$ cat config.mk
export PLATFORM = sky130hd
export DESIGN_NAME = rhre_ctrl_flat
export DESIGN_NICKNAME = d
export VERILOG_FILES = /design/src/rtl/rhre_pkg.sv /design/src/rtl/rhre_ifs.sv /design/src/rtl/rhre_ctrl.sv /design/src/flat_wrapper.sv
export SDC_FILE = /design/constraint.sdc
export NUM_CORES = 1
export LEC_CHECK = 0
export BUFFER_PORTS_ARGS = -buffer_cell sky130_fd_sc_hd__buf_2
export CAP_MARGIN = 20
export CORE_UTILIZATION = 51
export DETAILED_ROUTE_END_ITERATION = 10
export GPL_TIMING_DRIVEN = 1
export PLACE_DENSITY = 0.9
export SYNTH_ARGS = -nofsm -noshare
export SYNTH_HDL_FRONTEND = slang
export SYNTH_SLANG_ARGS = --single-unit
$ cat constraint.sdc
create_clock -name clock -period 3.1 [get_ports clock]
set_clock_uncertainty 0.15 [all_clocks]
set_input_delay 0.465 -clock clock [delete_from_list [all_inputs] [get_ports clock]]
set_output_delay 0.465 -clock clock [all_outputs]
set_load 0.02 [all_outputs]
$ cat src/rtl/rhre_pkg.sv
// Shared types, codes and constants of the RGB histogram rebin engine.
// Depends on nothing; every other file of the block imports it.
package rhre_pkg;

   localparam int LEVELS_DEF     = 256;
   localparam int MAX_BINS_DEF   = 64;
   localparam int COUNT_BITS_DEF = 24;

   localparam int PIX_W  = 8;
   localparam int SUM_W  = 24;
   localparam int IDX_W  = 6;
   localparam int MODE_W = 2;

   localparam int BINS_MODE0 = 16;
   localparam int BINS_MODE1 = 32;
   localparam int BINS_MODE2 = 64;

   typedef enum logic [1:0] {
      OP_START = 2'd0,
      OP_PIXEL = 2'd1,
      OP_END   = 2'd2,
      OP_READ  = 2'd3
   } op_type;

   typedef enum logic [1:0] {
      RSP_BIN    = 2'd0,
      RSP_COMMIT = 2'd1,
      RSP_EMPTY  = 2'd2
   } rsp_status_type;

   typedef enum logic [MODE_W-1:0] {
      MODE_16     = 2'd0,
      MODE_32     = 2'd1,
      MODE_64     = 2'd2,
      MODE_64_ALT = 2'd3
   } bin_mode_type;

   typedef enum logic [2:0] {
      ST_CLEAR,
      ST_IDLE,
      ST_PIX_WR,
      ST_COPY,
      ST_END_RSP,
      ST_RD_ISSUE,
      ST_RD_DRAIN,
      ST_RD_EMIT
   } ctrl_state_type;

   typedef struct packed {
      logic           clear_wr;
      logic           pix_rd;
      logic           pix_wr;
      logic           copy_rd;
      logic           shown_set;
      logic           cnt_clr;
      logic           show_rd;
      logic           peak_clr;
      logic           emit_bin;
      logic           bin_last;
      logic           emit_end;
      rsp_status_type end_status;
   } dp_cmd_type;

   typedef struct packed {
      logic out_free;
      logic frame_nonzero;
   } dp_sts_type;

   function automatic int clamp_bins(int choice, int max_bins, int levels);
      int b;
      b = choice;
      if (b > max_bins) b = max_bins;
      if (b > levels) b = levels;
      return b;
   endfunction

endpackage

$ cat src/rtl/rhre_ifs.sv
// Valid/ready channel interfaces for the request and response sides.
// Depends on rhre_pkg for payload types and widths.
interface rhre_req_if;
   import rhre_pkg::*;
   logic             valid;
   logic             ready;
   op_type           op;
   logic [PIX_W-1:0] red;
   logic [PIX_W-1:0] green;
   logic [PIX_W-1:0] blue;
   modport source (output valid, op, red, green, blue, input ready);
   modport sink   (input valid, op, red, green, blue, output ready);
endinterface


$ cat src/rtl/rhre_ctrl.sv
// Controller: request handshake, bin mode register, sweep and bin counters, state machine.
// Depends on rhre_pkg and rhre_ifs; commands rhre_datapath.
module rhre_ctrl #(
   parameter int LEVELS   = rhre_pkg::LEVELS_DEF,
   parameter int MAX_BINS = rhre_pkg::MAX_BINS_DEF
) (
   input  logic                         clock,
   input  logic                         reset,
   rhre_req_if.sink                     req,
   input  logic                         csr_wr_en,
   input  logic [rhre_pkg::MODE_W-1:0]  csr_wr_data,
   output rhre_pkg::dp_cmd_type         cmd,
   input  rhre_pkg::dp_sts_type         sts,
   output logic [$clog2(LEVELS)-1:0]    sweep_addr,
   output logic [rhre_pkg::IDX_W-1:0]   bin_idx
);
   import rhre_pkg::*;

   localparam int LVL_W = $clog2(LEVELS);
   localparam int BIN_W = $clog2(MAX_BINS);
   localparam int B0 = clamp_bins(BINS_MODE0, MAX_BINS, LEVELS);
   localparam int B1 = clamp_bins(BINS_MODE1, MAX_BINS, LEVELS);
   localparam int B2 = clamp_bins(BINS_MODE2, MAX_BINS, LEVELS);
   localparam int P0 = LEVELS / B0;
   localparam int P1 = LEVELS / B1;
   localparam int P2 = LEVELS / B2;
   localparam logic [LVL_W-1:0] LAST_LVL = LVL_W'(LEVELS - 1);

   ctrl_state_type   state_ff, state_in;
   logic [LVL_W-1:0] addr_ff, addr_in;
   logic [LVL_W-1:0] inbin_ff, inbin_in;
   logic [BIN_W-1:0] bin_ff, bin_in;
   bin_mode_type     mode_ff;
   logic [LVL_W-1:0] per_m1;
   logic [BIN_W-1:0] nbins_m1;

   always_ff @(posedge clock) begin
      if (reset) begin
         mode_ff <= MODE_64;
      end else if (csr_wr_en) begin
         mode_ff <= bin_mode_type'(csr_wr_data);
      end
   end

   always_comb begin
      unique case (mode_ff)
         MODE_16: begin
            per_m1   = LVL_W'(P0 - 1);
            nbins_m1 = BIN_W'(B0 - 1);
         end
         MODE_32: begin
            per_m1   = LVL_W'(P1 - 1);
            nbins_m1 = BIN_W'(B1 - 1);
         end
         MODE_64, MODE_64_ALT: begin
            per_m1   = LVL_W'(P2 - 1);
            nbins_m1 = BIN_W'(B2 - 1);
         end
      endcase
   end

   always_ff @(posedge clock) begin
      if (reset) begin
         state_ff <= ST_CLEAR;
         addr_ff  <= '0;
         inbin_ff <= '0;
         bin_ff   <= '0;
      end else begin
         state_ff <= state_in;
         addr_ff  <= addr_in;
         inbin_ff <= inbin_in;
         bin_ff   <= bin_in;
      end
   end

   always_comb begin
      state_in  = state_ff;
      addr_in   = addr_ff;
      inbin_in  = inbin_ff;
      bin_in    = bin_ff;
      cmd       = '0;
      cmd.end_status = RSP_BIN;
      req.ready = 1'b0;
      unique case (state_ff)
         ST_CLEAR: begin
            cmd.clear_wr = 1'b1;
            addr_in      = LVL_W'(addr_ff + 1'b1);
            if (addr_ff == LAST_LVL) begin
               addr_in  = '0;
               state_in = ST_IDLE;
            end
         end
         ST_IDLE: begin
            req.ready = 1'b1;
            if (req.valid) begin
               unique case (req.op)
                  OP_START: begin
                     cmd.cnt_clr = 1'b1;
                     addr_in     = '0;
                     state_in    = ST_CLEAR;
                  end
                  OP_PIXEL: begin
                     cmd.pix_rd = 1'b1;
                     state_in   = ST_PIX_WR;
                  end
                  OP_END: begin
                     addr_in  = '0;
                     state_in = sts.frame_nonzero ? ST_COPY : ST_END_RSP;
                  end
                  OP_READ: begin
                     cmd.peak_clr = 1'b1;
                     addr_in      = '0;
                     inbin_in     = '0;
                     bin_in       = '0;
                     state_in     = ST_RD_ISSUE;
                  end
               endcase
            end
         end
         ST_PIX_WR: begin
            cmd.pix_wr = 1'b1;
            state_in   = ST_IDLE;
         end
         ST_COPY: begin
            cmd.copy_rd   = 1'b1;
            cmd.shown_set = 1'b1;
            addr_in       = LVL_W'(addr_ff + 1'b1);
            if (addr_ff == LAST_LVL) begin
               addr_in  = '0;
               state_in = ST_END_RSP;
            end
         end
         ST_END_RSP: begin
            if (sts.out_free) begin
               cmd.emit_end   = 1'b1;
               cmd.end_status = sts.frame_nonzero ? RSP_COMMIT : RSP_EMPTY;
               state_in       = ST_IDLE;
            end
         end
         ST_RD_ISSUE: begin
            cmd.show_rd = 1'b1;
            addr_in     = LVL_W'(addr_ff + 1'b1);
            if (inbin_ff == per_m1) begin
               inbin_in = '0;
               state_in = ST_RD_DRAIN;
            end else begin
               inbin_in = LVL_W'(inbin_ff + 1'b1);
            end
         end
         ST_RD_DRAIN: begin
            state_in = ST_RD_EMIT;
         end
         ST_RD_EMIT: begin
            if (sts.out_free) begin
               cmd.emit_bin = 1'b1;
               cmd.bin_last = (bin_ff == nbins_m1);
               if (bin_ff == nbins_m1) begin
                  state_in = ST_IDLE;
               end else begin
                  bin_in   = BIN_W'(bin_ff + 1'b1);
                  state_in = ST_RD_ISSUE;
               end
            end
         end
      endcase
   end

   assign sweep_addr = addr_ff;
   assign bin_idx    = IDX_W'(bin_ff);

endmodule

$ cat src/flat_wrapper.sv
// flat-port wrapper written by rule: the top's interface ports become plain ports
module rhre_ctrl_flat import rhre_pkg::*;
#(
   parameter int LEVELS   = rhre_pkg::LEVELS_DEF,
   parameter int MAX_BINS = rhre_pkg::MAX_BINS_DEF
)
  (clock, reset, csr_wr_en, csr_wr_data, cmd, sts, sweep_addr, bin_idx, req_valid, req_op, req_red, req_green, req_blue, req_ready);
  rhre_req_if req_i ();
  input  logic clock;
  input  logic reset;
  input  logic csr_wr_en;
  input  logic [rhre_pkg::MODE_W-1:0] csr_wr_data;
  output rhre_pkg::dp_cmd_type cmd;
  input  rhre_pkg::dp_sts_type sts;
  output logic [$clog2(LEVELS)-1:0] sweep_addr;
  output logic [rhre_pkg::IDX_W-1:0] bin_idx;
  input wire logic [$bits(req_i.valid)-1:0] req_valid;
  input wire logic [$bits(req_i.op)-1:0] req_op;
  input wire logic [$bits(req_i.red)-1:0] req_red;
  input wire logic [$bits(req_i.green)-1:0] req_green;
  input wire logic [$bits(req_i.blue)-1:0] req_blue;
  output wire logic [$bits(req_i.ready)-1:0] req_ready;
  assign req_i.valid = req_valid;
  assign req_i.op = req_op;
  assign req_i.red = req_red;
  assign req_i.green = req_green;
  assign req_i.blue = req_blue;
  assign req_ready = req_i.ready;
  rhre_ctrl #(.LEVELS(LEVELS), .MAX_BINS(MAX_BINS)) u_core (.clock(clock), .reset(reset), .req(req_i), .csr_wr_en(csr_wr_en), .csr_wr_data(csr_wr_data), .cmd(cmd), .sts(sts), .sweep_addr(sweep_addr), .bin_idx(bin_idx));
endmodule
---- Word-level counts from Yosys, hierarchy flattened ----
Cells that the tools add are included.
storage, ports and cells
  bits in registers ....................... 27
  bits of input ports ..................... 34
  word-level logic and storage cells ...... 90
operators by class
  add/sub/neg operators ................... 3
  eq/ne operators ......................... 25
  mux-type cells .......................... 44
  reductions and logical operators ........ 13
operator list
  kind                 count
  $mux 8               6
  $pmux 8 s3           2
  $mux 3               10
  $mux 6               4
  $pmux 3 s8           1
  $pmux 6 s3           1
  $add 8x1->8 const B  2
  $pmux 8 s2           1
  $mux 1               13
  $eq 3x3->1 const B   4
  $ne 2x2->1 const B   6
  $pmux 3 s4           1
  $pmux 6 s2           1
  $eq 2x2->1 const B   4
  $eq 8x8->1           1
  $eq 8x8->1 const B   1
  $mux 2               4
  $add 6x1->6 const B  1
  $eq 3x2->1 const B   2
  $eq 6x6->1           1
  $ne 2x1->1 const B   3
  $reduce_and 3->1     2
  $reduce_and 6->1     1
  $reduce_and 5->1     1
  8 further kinds      12

---- Depth between registers and ports, before layout ----
  depth in word-level cells ............... 7
  depth in mapped cells ................... 7
  gate-level depth less buffers ........... 6

---- Worst setup path after synthesis ----
OpenSTA, ideal clock, no wires.
  kind .................................... reg-to-output
  start point ............................. register u_core.state_ff[2]
  end point ............................... output cmd[7] in the netlist's numbering
  arrival ................................. 1601 ps
  required time ........................... 2485 ps
  slack ................................... 884 ps
  stages on the path, launching flop included .. 6
  buffers on the path ..................... 1
  cells stage by stage .................... dfxtp_1 buf_2 or3b_4 inv_1 nand2_1 nor3_1
RTL lines
  element                   line                source
  start: declaration        rhre_ctrl.sv:29     ctrl_state_type state_ff, state_in;
  start signal: assignment  rhre_ctrl.sv:69     state_ff <= state_in;
  end: declaration          flat_wrapper.sv:13  output rhre_pkg::dp_cmd_type cmd;

==> metrics.txt <==
# TYPE chip_impl_metric gauge
chip_impl_metric{name="drtIter0Drc",unit=""} 78
chip_impl_info{name="status",value="completed"} 1
chip_impl_metric{name="route.antenna.remaining_nets",unit=""} 0
chip_impl_info{name="synth_top_family_by_area",value="simple AND/OR/NAND/NOR gates"} 1
chip_impl_metric{name="cts.clk_slew.worst_paths",unit="ps"} 140
chip_impl_metric{name="tritonroute_pass_1_iters",unit=""} 4
chip_impl_info{name="clock_root_buffer_master",value="sky130_fd_sc_hd__clkbuf_4"} 1
chip_impl_metric{name="postLayoutSetupSlackWorst",unit="ps"} 534
chip_impl_metric{name="postSynthAreaPerCell",unit="um2"} 8.28
chip_impl_metric{name="gr-usage-all-layers",unit="%"} 19.8
chip_impl_metric{name="use_met2",unit="%"} 30.4
chip_impl_metric{name="drive_above_1_share",unit="%"} 23.1
chip_impl_metric{name="dieArea",unit="mm2"} 0.00319
chip_impl_metric{name="dp_cells",unit=""} 243
chip_impl_metric{name="vert_die_dim",unit="um"} 56.5
chip_impl_info{name="timing.setup.critical_path_class",value="reg -> out"} 1
chip_impl_metric{name="synth-adder-area-share",unit="%"} 3.14
chip_impl_metric{name="p_leak",unit="nW"} 0.758
chip_impl_metric{name="count_of_warnings_emitted_by_yosys",unit=""} 0
chip_impl_metric{name="synthSimpleGateAreaFrac",unit="%"} 29.4
chip_impl_metric{name="postSynth.asyncResetShare",unit="%"} 0
chip_impl_metric{name="timing.final.setup_violations",unit=""} 0
chip_impl_metric{name="area_delta_synth_final",unit="%"} 14.1
chip_impl_metric{name="number_of_nets_at_the_end_of_the_flow",unit=""} 254
chip_impl_metric{name="largest_fanout_on_the_critical_path",unit=""} 15
chip_impl_metric{name="worstPathArrival",unit="ps"} 1950
chip_impl_metric{name="initial_utilization",unit="%"} 54.5
chip_impl_metric{name="postCtsResizedCells",unit=""} 0
chip_impl_metric{name="inserted_clock_buffers",unit=""} 3
chip_impl_metric{name="number_of_synthesized_flops_with_an_enable_pin",unit=""} 0
chip_impl_metric{name="post_cts.repair.setup_buffers",unit=""} 0
chip_impl_info{name="tritoncts",value="yes"} 1
chip_impl_info{name="timing.rr.start",value="u_core.state_ff[0]"} 1
chip_impl_metric{name="yosys-mux-area-fraction",unit="%"} 1.98
chip_impl_metric{name="portBuffers",unit=""} 37
chip_impl_info{name="setup_repair_after_global_routing_missed_its_margin",value="false"} 1
chip_impl_metric{name="diodes_inserted",unit=""} 0
chip_impl_metric{name="route.final.wire_length",unit="mm"} 3.18
chip_impl_metric{name="grt_antenna_before_repair",unit=""} 0
chip_impl_metric{name="max_freq",unit="GHz"} 0.390
chip_impl_metric{name="cts_buffer_depth",unit=""} 2
chip_impl_metric{name="timing_max_transition_violations_final",unit=""} 0
chip_impl_info{name="synth.most_common_cell",value="sky130_fd_sc_hd__dfxtp_1"} 1
chip_impl_metric{name="pin_count_of_the_biggest_net_entering_global_routing",unit=""} 18
chip_impl_metric{name="timing.slew.headroom",unit="%"} 66.2
chip_impl_info{name="cell_type_with_the_highest_aggregate_area_in_the_netlist",value="sky130_fd_sc_hd__dfxtp_1"} 1
chip_impl_metric{name="place_congestion",unit=""} 0.771
chip_impl_metric{name="power.density_cell_area",unit="mW/mm2"} 319
chip_impl_info{name="ys_top_cells_by_area",value="sky130_fd_sc_hd__dfxtp_1, sky130_fd_sc_hd__nor2_1, sky130_fd_sc_hd__xnor2_1"} 1
chip_impl_metric{name="post_layout_nonfiller_instances",unit=""} 247
chip_impl_metric{name="floorplan.io_pins",unit=""} 62
chip_impl_metric{name="syn_inst",unit=""} 183
chip_impl_metric{name="vias_per_cell",unit=""} 5.68
chip_impl_info{name="hp-start",value="csr_wr_data[1]"} 1
chip_impl_metric{name="synth_top_cell_area_share",unit="%"} 35.7
chip_impl_metric{name="ys_seq_area_share",unit="%"} 35.7
chip_impl_metric{name="dpl.hpwl",unit="mm"} 2.31
chip_impl_metric{name="clock_insertion_delay_worst_skew",unit="ps"} 320
chip_impl_metric{name="ir_worst_vdd",unit="V"} 0.000326
chip_impl_info{name="hold_path_class",value="in -> reg"} 1
chip_impl_info{name="crit_path_start_kind",value="register"} 1
chip_impl_metric{name="totalNegativeSetupSlack",unit="ps"} 0
chip_impl_metric{name="synth_xor_area_share",unit="%"} 10.4
chip_impl_metric{name="period_share",unit="%"} 82.8
chip_impl_metric{name="compound_cell_area_share_of_the_yosys_netlist",unit="%"} 15.8
chip_impl_info{name="cp-startpoint",value="u_core.state_ff[0]"} 1
chip_impl_metric{name="place_ws",unit="ps"} 872
chip_impl_metric{name="final-hold-violation-count",unit=""} 0
chip_impl_info{name="synthTopCellsByCount",value="sky130_fd_sc_hd__dfxtp_1, sky130_fd_sc_hd__nor2_1, sky130_fd_sc_hd__a21oi_1"} 1
chip_impl_metric{name="maxCapViolations",unit=""} 0
chip_impl_metric{name="grt_util_met3",unit="%"} 6.45
chip_impl_info{name="top_usage_layer",value="met2"} 1
chip_impl_metric{name="cts.sinks",unit=""} 27
chip_impl_metric{name="route.detailed.drc",unit=""} 0
chip_impl_metric{name="synth_cell_type_count",unit=""} 43
chip_impl_metric{name="postLayoutCoreUtil",unit="%"} 62.2
chip_impl_metric{name="vias",unit=""} 1402
chip_impl_metric{name="critical_path_required",unit="ps"} 2480
chip_impl_metric{name="met1_global_route_usage",unit="%"} 25.8
chip_impl_metric{name="final_global_route_overflow_total",unit=""} 0
chip_impl_metric{name="timing_worst_slew_pin_value",unit="ps"} 506
chip_impl_metric{name="first_pass_grt_wire_length",unit="mm"} 5.06
chip_impl_metric{name="fillCellCount",unit=""} 255
chip_impl_metric{name="detail_route.wl_per_cell",unit="um"} 12.9
chip_impl_metric{name="htree_num_levels",unit=""} 1
chip_impl_info{name="worstSetupEndpointType",value="output pin"} 1
chip_impl_metric{name="via_count_of_the_first_global_routing_pass",unit=""} 1193
chip_impl_metric{name="placement_rows",unit=""} 19
chip_impl_metric{name="die_width",unit="um"} 56.5
chip_impl_metric{name="postSynthRegisterBits",unit=""} 27
chip_impl_metric{name="period_minus_slack",unit="ps"} 2570
chip_impl_metric{name="post_synth_design_cell_area",unit="mm2"} 0.00152
chip_impl_info{name="synth_ff_type",value="sky130_fd_sc_hd__dfxtp_1"} 1
chip_impl_metric{name="placeableCoreArea",unit="mm2"} 0.00278
chip_impl_metric{name="cts_hold_repair.buffers",unit=""} 0
chip_impl_metric{name="syn-num-nets",unit=""} 220
==> metal layers <==
layer  vias up  part of all wire [%]
met5         -                     0
met4         0                   1.9
met3         8                   6.7
met2        46                    44
met1       633                    47
li1        715                     -
==> path summary, 6_finish.rpt <==
path	slack (ps)	end	cells past startpoint
min	180	u_core.mode_ff[1]	2
max	530	cmd[7]	5
min reg2reg	370	u_core.sweep_addr[6]	2
max reg2reg	830	u_core.sweep_addr[6]	5
==> logic make-up after synthesis <==
| logic type | Yosys count |
|---|---|
| multiplexers | 3 |
| AND/OR/NAND/NOR | 83 |
| adder cells (fa/ha/maj) | 4 |
| buffers and inverters | 13 |
| flip-flops | 27 |
| XOR/XNOR | 18 |
| AO/OA/AOI/OAI | 35 |
==> sequential cells by signal, summed over array words and instances, names as in the netlist <==
register and cells:
u_core.bin_idx 6, u_core.inbin_ff 8, u_core.mode_ff 2, u_core.state_ff 3, u_core.sweep_addr 8
==> placed cells by master, fill, tap and decap left out, types with 2 or more instances in the layout <==
cell and instances:
sky130_fd_sc_hd__o221a_2 2, sky130_fd_sc_hd__dfxtp_1 27, sky130_fd_sc_hd__nand2_1 10, sky130_fd_sc_hd__a211o_1 2
sky130_fd_sc_hd__buf_2 37, sky130_fd_sc_hd__or4_1 2, sky130_fd_sc_hd__ha_1 3, sky130_fd_sc_hd__and3_1 3
sky130_fd_sc_hd__a21oi_1 11, sky130_fd_sc_hd__o21ai_0 9, sky130_fd_sc_hd__clkbuf_4 3, sky130_fd_sc_hd__nor3_1 8
sky130_fd_sc_hd__inv_1 5, sky130_fd_sc_hd__and2_1 3, sky130_fd_sc_hd__a31o_2 2, sky130_fd_sc_hd__nor3b_1 3
sky130_fd_sc_hd__nand3_1 9, sky130_fd_sc_hd__mux2i_1 3, sky130_fd_sc_hd__xnor2_1 10, sky130_fd_sc_hd__nand4_1 4
sky130_fd_sc_hd__or3_1 5, sky130_fd_sc_hd__nor2_1 24, sky130_fd_sc_hd__nand2b_1 3, sky130_fd_sc_hd__xor2_1 8
sky130_fd_sc_hd__nor2b_1 2
==> metrics by stage <==
stage	hold slack, ps	power, mW	area (um2)
3_5_place_dp	340	0.409	1700
2_1_floorplan	321	0.391	1520
5_1_grt	179	0.576	1730
6_report	183	0.552	1730
3_3_place_gp	327	0.408	1700
4_1_cts	178	0.558	1730
==> worst max-delay path, stage by stage (launching register included) <==
cell and delay, ps:
sky130_fd_sc_hd__dfxtp_1 650, sky130_fd_sc_hd__or3b_4 510, sky130_fd_sc_hd__inv_1 90, sky130_fd_sc_hd__nand2_1 60
sky130_fd_sc_hd__nor3_1 130, sky130_fd_sc_hd__buf_2 190
==> power by group <==
part,total [mW],leakage [nW],switching (mW),internal [mW]
Sequential,0.359,0.219,0.00719,0.352
Combinational,0.0430,0.524,0.0253,0.0176
Clock,0.150,0.0150,0.0998,0.0504
==> final cells by class <==
cell class	instances	area [um2]	share of cell area, %
Sequential cell	27	541	31.3
Tap cell	31	38.8	2.24
Inverter	5	18.8	1.09
Multi-Input combinational cell	143	920	53.2
Timing Repair Buffer	37	185	10.7
Clock buffer	4	26.3	1.52
Power figures use the tool's default switching activity.
